===== src/rtl/smooth_central_difference_derivative_macros.svh =====
// assertion macros for the smooth central difference derivative block
`ifndef SMOOTH_CENTRAL_DIFFERENCE_DERIVATIVE_MACROS_SVH
`define SMOOTH_CENTRAL_DIFFERENCE_DERIVATIVE_MACROS_SVH
`ifndef SYNTHESIS
`define SCDD_ASSERT_SAME(label, clk, rst_n, ante, cons) \
    label: assert property (@(posedge clk) disable iff (!rst_n) (ante) |-> (cons)) \
        else $error("scdd assertion failed");
`define SCDD_ASSERT_NEXT(label, clk, rst_n, ante, cons) \
    label: assert property (@(posedge clk) disable iff (!rst_n) (ante) |=> (cons)) \
        else $error("scdd assertion failed");
`else
`define SCDD_ASSERT_SAME(label, clk, rst_n, ante, cons)
`define SCDD_ASSERT_NEXT(label, clk, rst_n, ante, cons)
`endif
`endif


===== src/rtl/scdd_pkg.sv =====
// shared constants and coefficient table for the smooth derivative block
`default_nettype none
package scdd_pkg;
    localparam int MAX_HALF_TAPS_DEF = 7;
    localparam int SAMPLE_BITS_DEF   = 16;
    localparam int FRAC_BITS         = 8;
    localparam int TAPS_W            = 3;
    localparam int STEP_W            = 16;
    localparam int COEF_W            = 10;
    localparam int SH_W              = 5;
    localparam int OUT_W             = 32;
    localparam int CFG_IDX_W         = 1;
    localparam int CFG_DATA_W        = 16;

    localparam logic [CFG_IDX_W-1:0] CFG_HALF_TAPS  = 1'd0;
    localparam logic [CFG_IDX_W-1:0] CFG_STEP_RECIP = 1'd1;

    localparam logic [TAPS_W-1:0] HALF_TAPS_RST  = 3'd2;
    localparam logic [STEP_W-1:0] STEP_RECIP_RST = 16'd256;

    // d_k = C(2m, m-k+1) - C(2m, m-k-1) with m = taps-1
    function automatic logic [COEF_W-1:0] tap_coef(input logic [TAPS_W-1:0] taps,
                                                   input logic [TAPS_W-1:0] k);
        logic [COEF_W-1:0] c;
        case ({taps, k})
            {3'd1, 3'd1}: c = 10'd1;
            {3'd2, 3'd1}: c = 10'd2;
            {3'd2, 3'd2}: c = 10'd1;
            {3'd3, 3'd1}: c = 10'd5;
            {3'd3, 3'd2}: c = 10'd4;
            {3'd3, 3'd3}: c = 10'd1;
            {3'd4, 3'd1}: c = 10'd14;
            {3'd4, 3'd2}: c = 10'd14;
            {3'd4, 3'd3}: c = 10'd6;
            {3'd4, 3'd4}: c = 10'd1;
            {3'd5, 3'd1}: c = 10'd42;
            {3'd5, 3'd2}: c = 10'd48;
            {3'd5, 3'd3}: c = 10'd27;
            {3'd5, 3'd4}: c = 10'd8;
            {3'd5, 3'd5}: c = 10'd1;
            {3'd6, 3'd1}: c = 10'd132;
            {3'd6, 3'd2}: c = 10'd165;
            {3'd6, 3'd3}: c = 10'd110;
            {3'd6, 3'd4}: c = 10'd44;
            {3'd6, 3'd5}: c = 10'd10;
            {3'd6, 3'd6}: c = 10'd1;
            {3'd7, 3'd1}: c = 10'd429;
            {3'd7, 3'd2}: c = 10'd572;
            {3'd7, 3'd3}: c = 10'd429;
            {3'd7, 3'd4}: c = 10'd208;
            {3'd7, 3'd5}: c = 10'd65;
            {3'd7, 3'd6}: c = 10'd12;
            {3'd7, 3'd7}: c = 10'd1;
            default:      c = '0;
        endcase
        return c;
    endfunction
endpackage
`default_nettype wire


===== src/rtl/smooth_central_difference_derivative.sv =====
// Smoothed first-derivative estimator over a streamed record of signed samples.
// A sample is taken only while the sequencer is idle. Each derivative then
// runs through one shared multiplier, with per tap pair a two-port window
// read, a difference, a multiply by the tap coefficient and an accumulate,
// then a scale by step_recip on the same multiplier and a shift and saturate
// into the output register. A sample that yields no result only enters the
// window, and the last sample of a record also flushes the results for the
// record's remaining samples. A full output register that is not drained
// holds the sequencer in its final step. The window is a circular buffer of
// 2*MAX_HALF_TAPS+1 entries; no clearing pass is needed since only samples of
// the current record are ever read.
`default_nettype none
module smooth_central_difference_derivative
    import scdd_pkg::*;
#(
    parameter int MAX_HALF_TAPS = MAX_HALF_TAPS_DEF,
    parameter int SAMPLE_BITS   = SAMPLE_BITS_DEF
) (
    input  wire                             i_clk,
    input  wire                             i_rst_n,
    input  wire                             s_axis_tvalid,
    output logic                            s_axis_tready,
    // [SAMPLE_BITS-1:0] sample, rest zero
    input  wire  [((SAMPLE_BITS+7)/8)*8-1:0] s_axis_tdata,
    input  wire                             s_axis_tlast,
    output logic                            m_axis_tvalid,
    input  wire                             m_axis_tready,
    // [31:0] derivative
    output logic [OUT_W-1:0]                m_axis_tdata,
    output logic                            m_axis_tlast,
    input  wire                             i_cfg_we,
    input  wire  [CFG_IDX_W-1:0]            i_cfg_idx,
    input  wire  [CFG_DATA_W-1:0]           i_cfg_data
);
    `include "smooth_central_difference_derivative_macros.svh"

    localparam int WIN    = 2 * MAX_HALF_TAPS + 1;
    localparam int AGE_W  = $clog2(WIN);
    localparam int CNT_W  = $clog2(WIN + 1);
    localparam int DIFF_W = SAMPLE_BITS + 1;
    localparam int ACC_W  = SAMPLE_BITS + 13;
    localparam int MULB_W = STEP_W + 1;
    localparam int PROD_W = ACC_W + MULB_W;

    localparam logic [2:0] S_IDLE  = 3'd0;
    localparam logic [2:0] S_RD    = 3'd1;
    localparam logic [2:0] S_DIFF  = 3'd2;
    localparam logic [2:0] S_MUL   = 3'd3;
    localparam logic [2:0] S_ACC   = 3'd4;
    localparam logic [2:0] S_SCALE = 3'd5;
    localparam logic [2:0] S_SHIFT = 3'd6;

    localparam logic signed [PROD_W-1:0] SAT_HI = {{(PROD_W-31){1'b0}}, {31{1'b1}}};
    localparam logic signed [PROD_W-1:0] SAT_LO = {{(PROD_W-31){1'b1}}, 31'b0};

    logic [2:0]              r_state, n_state;
    logic [TAPS_W-1:0]       r_half;
    logic [STEP_W-1:0]       r_step;
    logic [AGE_W-1:0]        r_np;
    logic [CNT_W-1:0]        r_seen;
    logic [CNT_W-1:0]        r_count;
    logic [AGE_W-1:0]        r_taps;
    logic [AGE_W-1:0]        r_k;
    logic [AGE_W-1:0]        r_age;
    logic [SH_W-1:0]         r_sh;
    logic                    r_last;
    logic signed [SAMPLE_BITS-1:0] r_mem [WIN];
    logic signed [SAMPLE_BITS-1:0] r_rd_a, r_rd_b;
    logic signed [DIFF_W-1:0] r_diff;
    logic signed [ACC_W-1:0] r_acc;
    logic signed [PROD_W-1:0] r_prod;
    logic                    r_out_valid;
    logic [OUT_W-1:0]        r_out_data;
    logic                    r_out_last;

    logic                    in_acc;
    logic                    out_free;
    logic                    load_out;
    logic [TAPS_W-1:0]       taps_c;
    logic [CNT_W-1:0]        count_new;
    logic [CNT_W-1:0]        count_m1;
    logic [AGE_W-1:0]        np_next;
    logic [AGE_W-1:0]        age_lo, age_hi, age_max;
    logic [AGE_W-1:0]        addr_lo, addr_hi;
    logic signed [ACC_W-1:0] mul_a;
    logic signed [MULB_W-1:0] mul_b;
    logic signed [PROD_W-1:0] mul_p;
    logic signed [PROD_W-1:0] shifted;
    logic [OUT_W-1:0]        sat_val;
    logic                    emit_done;

    function automatic logic [AGE_W-1:0] age_addr(input logic [AGE_W-1:0] np,
                                                  input logic [AGE_W-1:0] age);
        logic [AGE_W:0] wrap;
        wrap = {1'b0, np} + (AGE_W+1)'(WIN) - {1'b0, age};
        return (np >= age) ? (np - age) : wrap[AGE_W-1:0];
    endfunction

    assign s_axis_tready = (r_state == S_IDLE);
    assign in_acc        = s_axis_tvalid && s_axis_tready;
    assign out_free      = !r_out_valid || m_axis_tready;
    assign load_out      = (r_state == S_SHIFT) && out_free;
    assign emit_done     = !r_last || (r_age == '0);

    assign m_axis_tvalid = r_out_valid;
    assign m_axis_tdata  = r_out_data;
    assign m_axis_tlast  = r_out_last;

    always_comb begin
        if (r_half == '0) begin
            taps_c = TAPS_W'(1);
        end else if (r_half > TAPS_W'(MAX_HALF_TAPS)) begin
            taps_c = TAPS_W'(MAX_HALF_TAPS);
        end else begin
            taps_c = r_half;
        end
        count_new = (r_seen == CNT_W'(WIN)) ? CNT_W'(WIN) : r_seen + CNT_W'(1);
        count_m1  = count_new - CNT_W'(1);
        np_next   = (r_np == AGE_W'(WIN - 1)) ? '0 : r_np + AGE_W'(1);
    end

    // tap ages clamped to the record's extent
    always_comb begin
        age_max = AGE_W'(r_count - CNT_W'(1));
        age_lo  = (r_k > r_age) ? '0 : r_age - r_k;
        age_hi  = r_age + r_k;
        if (age_hi > age_max) begin
            age_hi = age_max;
        end
        addr_lo = age_addr(r_np, age_lo);
        addr_hi = age_addr(r_np, age_hi);
    end

    // shared multiplier: tap coefficient or step scaling
    always_comb begin
        if (r_state == S_SCALE) begin
            mul_a = r_acc;
            mul_b = $signed({1'b0, r_step});
        end else begin
            mul_a = ACC_W'(r_diff);
            mul_b = $signed({1'b0, STEP_W'(tap_coef(TAPS_W'(r_taps), TAPS_W'(r_k)))});
        end
        mul_p = mul_a * mul_b;
    end

    always_comb begin
        shifted = r_prod >>> r_sh;
        if (shifted > SAT_HI) begin
            sat_val = {1'b0, {(OUT_W-1){1'b1}}};
        end else if (shifted < SAT_LO) begin
            sat_val = {1'b1, {(OUT_W-1){1'b0}}};
        end else begin
            sat_val = shifted[OUT_W-1:0];
        end
    end

    always_comb begin
        n_state = r_state;
        case (r_state)
            S_IDLE: begin
                if (in_acc && (s_axis_tlast || count_new >= CNT_W'(taps_c) + CNT_W'(1))) begin
                    n_state = S_RD;
                end
            end
            S_RD:    n_state = S_DIFF;
            S_DIFF:  n_state = S_MUL;
            S_MUL:   n_state = S_ACC;
            S_ACC:   n_state = (r_k == r_taps) ? S_SCALE : S_RD;
            S_SCALE: n_state = S_SHIFT;
            S_SHIFT: begin
                if (out_free) begin
                    n_state = emit_done ? S_IDLE : S_RD;
                end
            end
            default: n_state = S_IDLE;
        endcase
    end

    always_ff @(posedge i_clk) begin
        if (!i_rst_n) begin
            r_state <= S_IDLE;
            r_half  <= HALF_TAPS_RST;
            r_step  <= STEP_RECIP_RST;
            r_np    <= AGE_W'(WIN - 1);
            r_seen  <= '0;
        end else begin
            r_state <= n_state;
            if (i_cfg_we) begin
                case (i_cfg_idx)
                    CFG_HALF_TAPS:  r_half <= i_cfg_data[TAPS_W-1:0];
                    CFG_STEP_RECIP: r_step <= i_cfg_data[STEP_W-1:0];
                    default: ;
                endcase
            end
            if (in_acc) begin
                r_np   <= np_next;
                r_seen <= s_axis_tlast ? '0 : count_new;
            end
        end
    end

    always_ff @(posedge i_clk) begin
        if (in_acc) begin
            r_count <= count_new;
            r_taps  <= AGE_W'(taps_c);
            r_last  <= s_axis_tlast;
            r_sh    <= SH_W'({taps_c, 1'b0}) + SH_W'(FRAC_BITS - 1);
            r_k     <= AGE_W'(1);
            r_acc   <= '0;
            if (s_axis_tlast && (count_m1 < CNT_W'(taps_c))) begin
                r_age <= AGE_W'(count_m1);
            end else begin
                r_age <= AGE_W'(taps_c);
            end
        end
        case (r_state)
            S_DIFF:  r_diff <= {r_rd_a[SAMPLE_BITS-1], r_rd_a} - {r_rd_b[SAMPLE_BITS-1], r_rd_b};
            S_MUL:   r_prod <= mul_p;
            S_ACC: begin
                r_acc <= r_acc + $signed(r_prod[ACC_W-1:0]);
                if (r_k != r_taps) begin
                    r_k <= r_k + AGE_W'(1);
                end
            end
            S_SCALE: r_prod <= mul_p;
            S_SHIFT: begin
                if (out_free && !emit_done) begin
                    r_age <= r_age - AGE_W'(1);
                    r_k   <= AGE_W'(1);
                    r_acc <= '0;
                end
            end
            default: ;
        endcase
    end

    // window memory: one write port, two registered read ports
    always_ff @(posedge i_clk) begin
        if (in_acc) begin
            r_mem[np_next] <= $signed(s_axis_tdata[SAMPLE_BITS-1:0]);
        end
        if (r_state == S_RD) begin
            r_rd_a <= r_mem[addr_lo];
            r_rd_b <= r_mem[addr_hi];
        end
    end

    always_ff @(posedge i_clk) begin
        if (!i_rst_n) begin
            r_out_valid <= 1'b0;
        end else if (load_out) begin
            r_out_valid <= 1'b1;
        end else if (m_axis_tready) begin
            r_out_valid <= 1'b0;
        end
    end

    always_ff @(posedge i_clk) begin
        if (load_out) begin
            r_out_data <= sat_val;
            r_out_last <= r_last && (r_age == '0);
        end
    end

    `SCDD_ASSERT_NEXT(a_last_flushes, i_clk, i_rst_n, in_acc && s_axis_tlast,
        (r_state == S_RD) && (r_seen == '0))
    `SCDD_ASSERT_NEXT(a_result_loaded, i_clk, i_rst_n, load_out,
        r_out_valid && (r_out_data == $past(sat_val)))
    `SCDD_ASSERT_SAME(a_tap_in_range, i_clk, i_rst_n, r_state != S_IDLE,
        (r_k != '0) && (r_k <= r_taps) && (r_age <= r_taps))

endmodule
`default_nettype wire

===== config.mk =====
export PLATFORM = sky130hd
export DESIGN_NAME = smooth_central_difference_derivative
export DESIGN_NICKNAME = d
export VERILOG_FILES = /design/src/rtl/scdd_pkg.sv /design/src/rtl/smooth_central_difference_derivative.sv
export VERILOG_INCLUDE_DIRS = /design/src /design/src/rtl
export SDC_FILE = /design/constraint.sdc
export NUM_CORES = 2
export LEC_CHECK = 0
export BUFFER_PORTS_ARGS = -buffer_cell sky130_fd_sc_hd__buf_2
export CAP_MARGIN = 20
export CORE_MARGIN = 2
export CORE_UTILIZATION = 24
export DETAILED_ROUTE_END_ITERATION = 10
export GPL_TIMING_DRIVEN = 0
export MAX_ROUTING_LAYER = met4
export SKIP_LAST_GASP = 1
export SLEW_MARGIN = 0
export SYNTH_ARGS = -nofsm -noshare
export SYNTH_HDL_FRONTEND = slang
export SYNTH_SLANG_ARGS = --single-unit
export TNS_END_PERCENT = 50

===== constraint.sdc =====
create_clock -name i_clk -period 18.6 [get_ports i_clk]
set_input_delay 1.86 -clock i_clk [delete_from_list [all_inputs] [get_ports i_clk]]
set_output_delay 1.86 -clock i_clk [all_outputs]
set_load 0.05 [all_outputs]

Word-level counts from Yosys, hierarchy flattened
Memory sizes are Yosys's and may differ from the RTL's. A register that Yosys moved wholly into a read port is not among the register bits.
Index checks and enable logic that the tools add are counted.
{"block": "op_classes", "n_addsub": 17, "multipliers": 1, "n_lt_le_gt_ge": 9, "n_eq_ne": 12, "shift": 1, "muxes": 32, "n_bitwise": 1, "reduce_logical": 20}
{"cell": "two-way mux 29 bit", "count": 3}
{"cell": "one-hot mux 29 bit (2 select lines)", "count": 1}
{"cell": "two-way mux 4 bit", "count": 14}
{"cell": "> comparator 46 x 32 -> 1 bit (second input constant)", "count": 1}
{"cell": "less-than comparator 46 x 32 -> 1 bit (second input constant)", "count": 1}
{"cell": "multiplier 29 x 17 -> 46 bit", "count": 1}
{"cell": ">>> shifter 46 x 5 -> 46 bit", "count": 1}
{"cell": "two-way mux 32 bit", "count": 1}
{"cell": "adder 29 bit", "count": 1}
{"cell": "one-hot mux 3 bit (7 select lines)", "count": 1}
{"cell": "subtractor 4 bit", "count": 5}
{"cell": "subtractor 16 x 16 -> 17 bit", "count": 1}
{"cell": "two-way mux 16 bit", "count": 1}
{"cell": "two-way mux 3 bit", "count": 5}
{"cell": "adder 4 x 1 -> 4 bit (second input constant)", "count": 3}
{"cell": "greater-or-equal comparator 4 bit", "count": 3}
{"cell": "subtractor 4 x 1 -> 4 bit (second input constant)", "count": 3}
{"cell": "equality test 3 bit (second input constant)", "count": 3}
{"cell": "equality test 4 bit (second input constant)", "count": 2}
{"cell": "> comparator 4 bit", "count": 2}
{"cell": "one-hot mux 4 bit (2 select lines)", "count": 1}
{"cell": "equality test 3 x 2 -> 1 bit (second input constant)", "count": 2}
{"cell": "logical AND 1 bit", "count": 6}
{"cell": "zero test 3 bit", "count": 2}
{"cell": "19 further kinds", "count": 29}
{"block": "totals", "ff_bits": 177, "mem_bits_rw": 240, "rom_bits": 640, "input_bits": 39, "output_inout_bits": 35, "word_cells": 112, "mem_count": 2}
{"name": "(name not given)", "words": 64, "word_bits": 10, "rd": 1, "rd_ports_with_merged_regs": 0, "wr": 0, "line_no": "scdd_pkg.sv:25", "source": "case ({taps, k})"}
{"name": "r_mem", "words": 15, "word_bits": 16, "rd": 2, "rd_ports_with_merged_regs": 2, "wr": 1, "line_no": "smooth_central_difference_derivative.sv:67", "source": "logic signed [SAMPLE_BITS-1:0] r_mem [WIN];"}

Longest topological paths before layout
{"block": "logic_depth", "depth_word": 9, "depth_mapped": 35, "mapped_depth_nobuf": 32}

Worst setup path after synthesis
No wires, ideal clock.
{"block": "synth_timing", "kind": "flip-flop to flip-flop", "startpoint": "register r_k[0]", "endpoint": "register r_prod[43] (data pin)", "setup_time_ns": 0.258, "arrival_time_ns": 7.612, "t_required_ns": 18.342, "setup_slack_ns": 10.731, "path_stages_with_launch": 34, "path_buffers": 3, "period_less_slack_ns": 7.869, "cell_sequence": "dfxtp_1 -> clkbuf_1 -> inv_1 -> ha_1 -> nand2_1 -> nor2_1 -> a21oi_1 -> o21ai_0 -> and3_1 -> a21oi_1 -> clkbuf_1 -> buf_1 -> nor2_1 -> fa_1 -> inv_1 -> fa_1 -> fa_1 -> inv_1 -> fa_1 -> fa_1 -> inv_1 -> fa_1 -> inv_1 -> ha_1 -> and3_1 -> o21a_1 -> a2111oi_2 -> o21ai_0 -> a21oi_2 -> o21ai_1 -> a221oi_2 -> o31a_1 -> nor2b_1 -> xnor2_1"}
{"block": "synth_via", "elab_chain_cells": 3}
{"element": "start: declaration", "line_no": "smooth_central_difference_derivative.sv:63", "source": "logic [AGE_W-1:0] r_k;"}
{"element": "start signal: assignment", "line_no": "smooth_central_difference_derivative.sv:222", "source": "r_k <= r_k + AGE_W'(1);"}
{"element": "memory read (64 x 10 bit)"}
{"element": "two-way mux 16 bit", "line_no": "smooth_central_difference_derivative.sv:136", "source": "if (r_state == S_SCALE) begin"}
{"element": "multiplier 29 x 17 -> 46 bit", "line_no": "smooth_central_difference_derivative.sv:143", "source": "mul_p = mul_a * mul_b;"}
{"element": "named net mul_p[43]", "line_no": "smooth_central_difference_derivative.sv:87", "source": "logic signed [PROD_W-1:0] mul_p;"}
{"element": "end signal: assignment", "line_no": "smooth_central_difference_derivative.sv:218", "source": "S_MUL: r_prod <= mul_p;"}
{"element": "end signal: assignment", "line_no": "smooth_central_difference_derivative.sv:225", "source": "S_SCALE: r_prod <= mul_p;"}
{"element": "end: declaration", "line_no": "smooth_central_difference_derivative.sv:71", "source": "logic signed [PROD_W-1:0] r_prod;"}
The timed path passes the listed nets, and every way through them passes these cells.
A chain may end at the register's enable or synchronous reset.

Worst setup path after layout
{"block": "layout_timing", "startpoint": "register r_k[0]", "endpoint": "register r_prod[45] (data pin)"}
Same word-level chain as after synthesis.

==> key figures <==
Setup path
  • Startpoint Class: flop
  • Worst path arrival time: 10,090 ps
  • CP Data Required Time: 19,020 ps
  • Crit path max fanout: 10
  • Cell depth of the worst flop-to-flop path: 34
  • WS Path Type: flop to flop
  • CP endpoint kind: flop
  • Crit path from: r_k[0]
  • Max incr delay on CP: 540 ps
  • Worst reg2reg path startpoint: r_k[0]
  • Cell repeated most along the worst path: fa_1
  • Worst reg-to-reg setup slack: 8930 ps
  • CP max stage cell: fa_1

Timing
  • Clock Skew: 34.2 ps
  • Setup TNS Final: 0 ps
  • Unrepaired setup endpoints after global routing: false
  • Tmin final: 9670 ps
  • Final setup fails: 0
  • Final Cycle Share: 0.520
  • Worst slew pin tran: 977 ps
  • Slew Limit Headroom: 0.349
  • Final-report max-slew violation count: 0
  • Fin. Hold Viols: 0
  • Maximum clock rate: 103 MHz

Finish
  • Most frequent cells in the layout: inv_1 (663), nand2_1 (473), fa_1 (455), edfxtp_1 (380), nor2_1 (210)
  • Nets@finish: 4,762
  • Layout area overhead: 12.4%
  • Share of cells above drive strength 1: 0.0927
  • Commonest non-fill, non-tap cell in the layout: inv_1

Route
  • # DRC: 0
  • DR vias: 29,028
  • Wire per inst: 18.1 um
  • Detail Route Antenna Nets: 0
  • Iteration-0 DRC Markers: 2,068
  • Final wirelength: 114,000 um
  • Vias per inst: 4.59
  • Detailed Routing Iterations Pass 1: 7

CTS
  • Root Buffer: clkbuf_16
  • Post_cts resized: 0
  • CTS buffer count: 47
  • Clock buffer depth: 3
  • # hold bufs at CTS: 0
  • TritonCTS Sinks: 448
  • Worst-Skew Late Latency: 640 ps
  • Post-CTS Setup Inserts: 0
  • CTS tree: done
  • H-tree depth: 2
  • Clk slew on worst S/H paths: 60 ps

Die
  • Die W: 418 um
  • Die Ht: 418 um
  • Row count: 151
  • IO Count: 74
  • DIE AREA: 0.175 mm^2
  • Core Area: 0.170 mm^2
  • Initial core utilization: 0.242

GRT
  • Initial antenna violation count: 13
  • Number of global-route vias before repair: 29,802
  • Largest net degree at the start of global routing: 33
  • First-pass GRT wire length: 176,000 um
  • Global route overflow: 0
  • Gr usage total: 0.133

Synth
  • Yosys top cell by area: edfxtp_1
  • Synthesis-stage register bit count: 448
  • Yosys top cell area share: 0.277
  • Cells after Synth: 3,920
  • Syn nets: 4,619
  • Register area share after synthesis: 0.310
  • Yosys synthesis warning count: 0
  • Unique masters post-synth: 77
  • Post-synth EDFFs: 380
  • Avg Synthesized Cell Area: 10.5 um^2
  • Ys async rst share: 0
  • Post-Syn Area: 0.0412 mm^2
  • Dominant cells by area after synthesis: edfxtp_1 (28%), fa_1 (22%), ha_1 (6.2%)
  • Ys flop type: edfxtp_1

Place
  • Gp weighted congestion: 0.916
  • Dpl hpwl: 92,800 um
  • I/O Buffers: 72

Flow run
  • Max Cap Violations: 0

Hold path
  • Worst hold path depth: 2
  • Hold_sp: r_k[3]
  • HP Class: flop to flop

Run status
  • Outcome: complete, no violations
area by class of cell:
cell class / instances / area [um^2]
fill: 17688 / 124000
multi-input combinational: 2602 / 24900
sequential: 448 / 12800
tap: 2218 / 2780
inverter: 664 / 2490
clock buffer: 52 / 1220
buffer: 206 / 1030
timing repair buffer: 94 / 708
clock inverter: 33 / 348
antenna: 4 / 10.0
metal layers:
layer / track usage / wire length [um] / up-vias / share of wire
met4: 0.0314 / 2850 / 0 / 0.025
met2: 0.220 / 54300 / 996 / 0.48
met1: 0.171 / 48700 / 14494 / 0.43
met3: 0.0225 / 8440 / 179 / 0.074
met5: - / 0 / - / 0
li1: - / - / 13359 / -
cells in the mapped netlist, types with 5 or more instances:
master and number:
mux2i_1 142, or3_1 6, a211oi_1 49, nor2b_1 34, nand4_1 10, o31ai_1 5, o21ai_1 8, a31oi_1 14
nor3_1 19, a21oi_2 5, clkbuf_1 135, xor2_1 30, inv_1 663, or2_2 6, buf_2 24, xnor2_1 77
o21ai_0 137, o21bai_1 15, nand2_1 473, mux2_2 12, and2_1 26, buf_6 10, a21boi_0 16, o21a_1 12
ha_1 205, a21o_1 63, mux4_2 97, a21oi_1 163, mux4_1 14, nor2_1 226, dfxtp_1 68, edfxtp_1 380
a22oi_1 10, a22o_1 27, nand2b_1 20, buf_4 13, clkbuf_8 9, buf_1 14, o211ai_1 19, nand3_1 39
and3_1 112, fa_1 455
cells by family after synthesis:
group,synth area share
multiplexers,0.100
AO/OA/AOI/OAI,0.0905
buffers and inverters,0.0856
adder cells (fa/ha/maj),0.284
flip-flops,0.310
AND/OR/NAND/NOR,0.106
XOR/XNOR,0.0234
state kept, by name, summed over array words and instances, names as in the netlist, 16 cells and up:
register      cells
r_step           16
r_prod           46
r_rd_a           16
r_acc            29
r_mem           240
m_axis_tdata     32
r_diff           17
r_rd_b           16
stage by stage:
| stage | instance area [um^2] | util | std cells | worst slack, ps | hold slack [ps] |
|---|---|---|---|---|---|
| CTS | 46200 | 0.272 | 6316 | 8900 | 479 |
| global route | 46300 | 0.272 | 6320 | 8300 | 501 |
| finish | 46300 | 0.272 | 6321 | 8930 | 479 |
| detailed placement | 44700 | 0.263 | 6231 | 8940 | 472 |
| floorplan | 41200 | - | 3920 | 10730 | 444 |
| global placement | 44300 | 0.261 | 6210 | 8970 | 463 |
worst max-delay path, delay by kind of cell (launching register included):
family / cells / cell delay [ps]
AOI/OAI and AO/OA: 12 / 2780
buffers and inverters: 9 / 1890
xor gates and xnor gates: 1 / 280
adders and majority gates: 8 / 3630
DFF: 1 / 420
and+or+nand+nor: 4 / 450
final timing paths:
kind                      to
hold / removal        r_k[3]
setup / recovery  r_prod[45]
setup reg to reg  r_prod[45]
hold reg to reg       r_k[3]
Power is not shown: default switching activity piles up to over one toggle a cycle in this logic, so the estimate is an artifact.
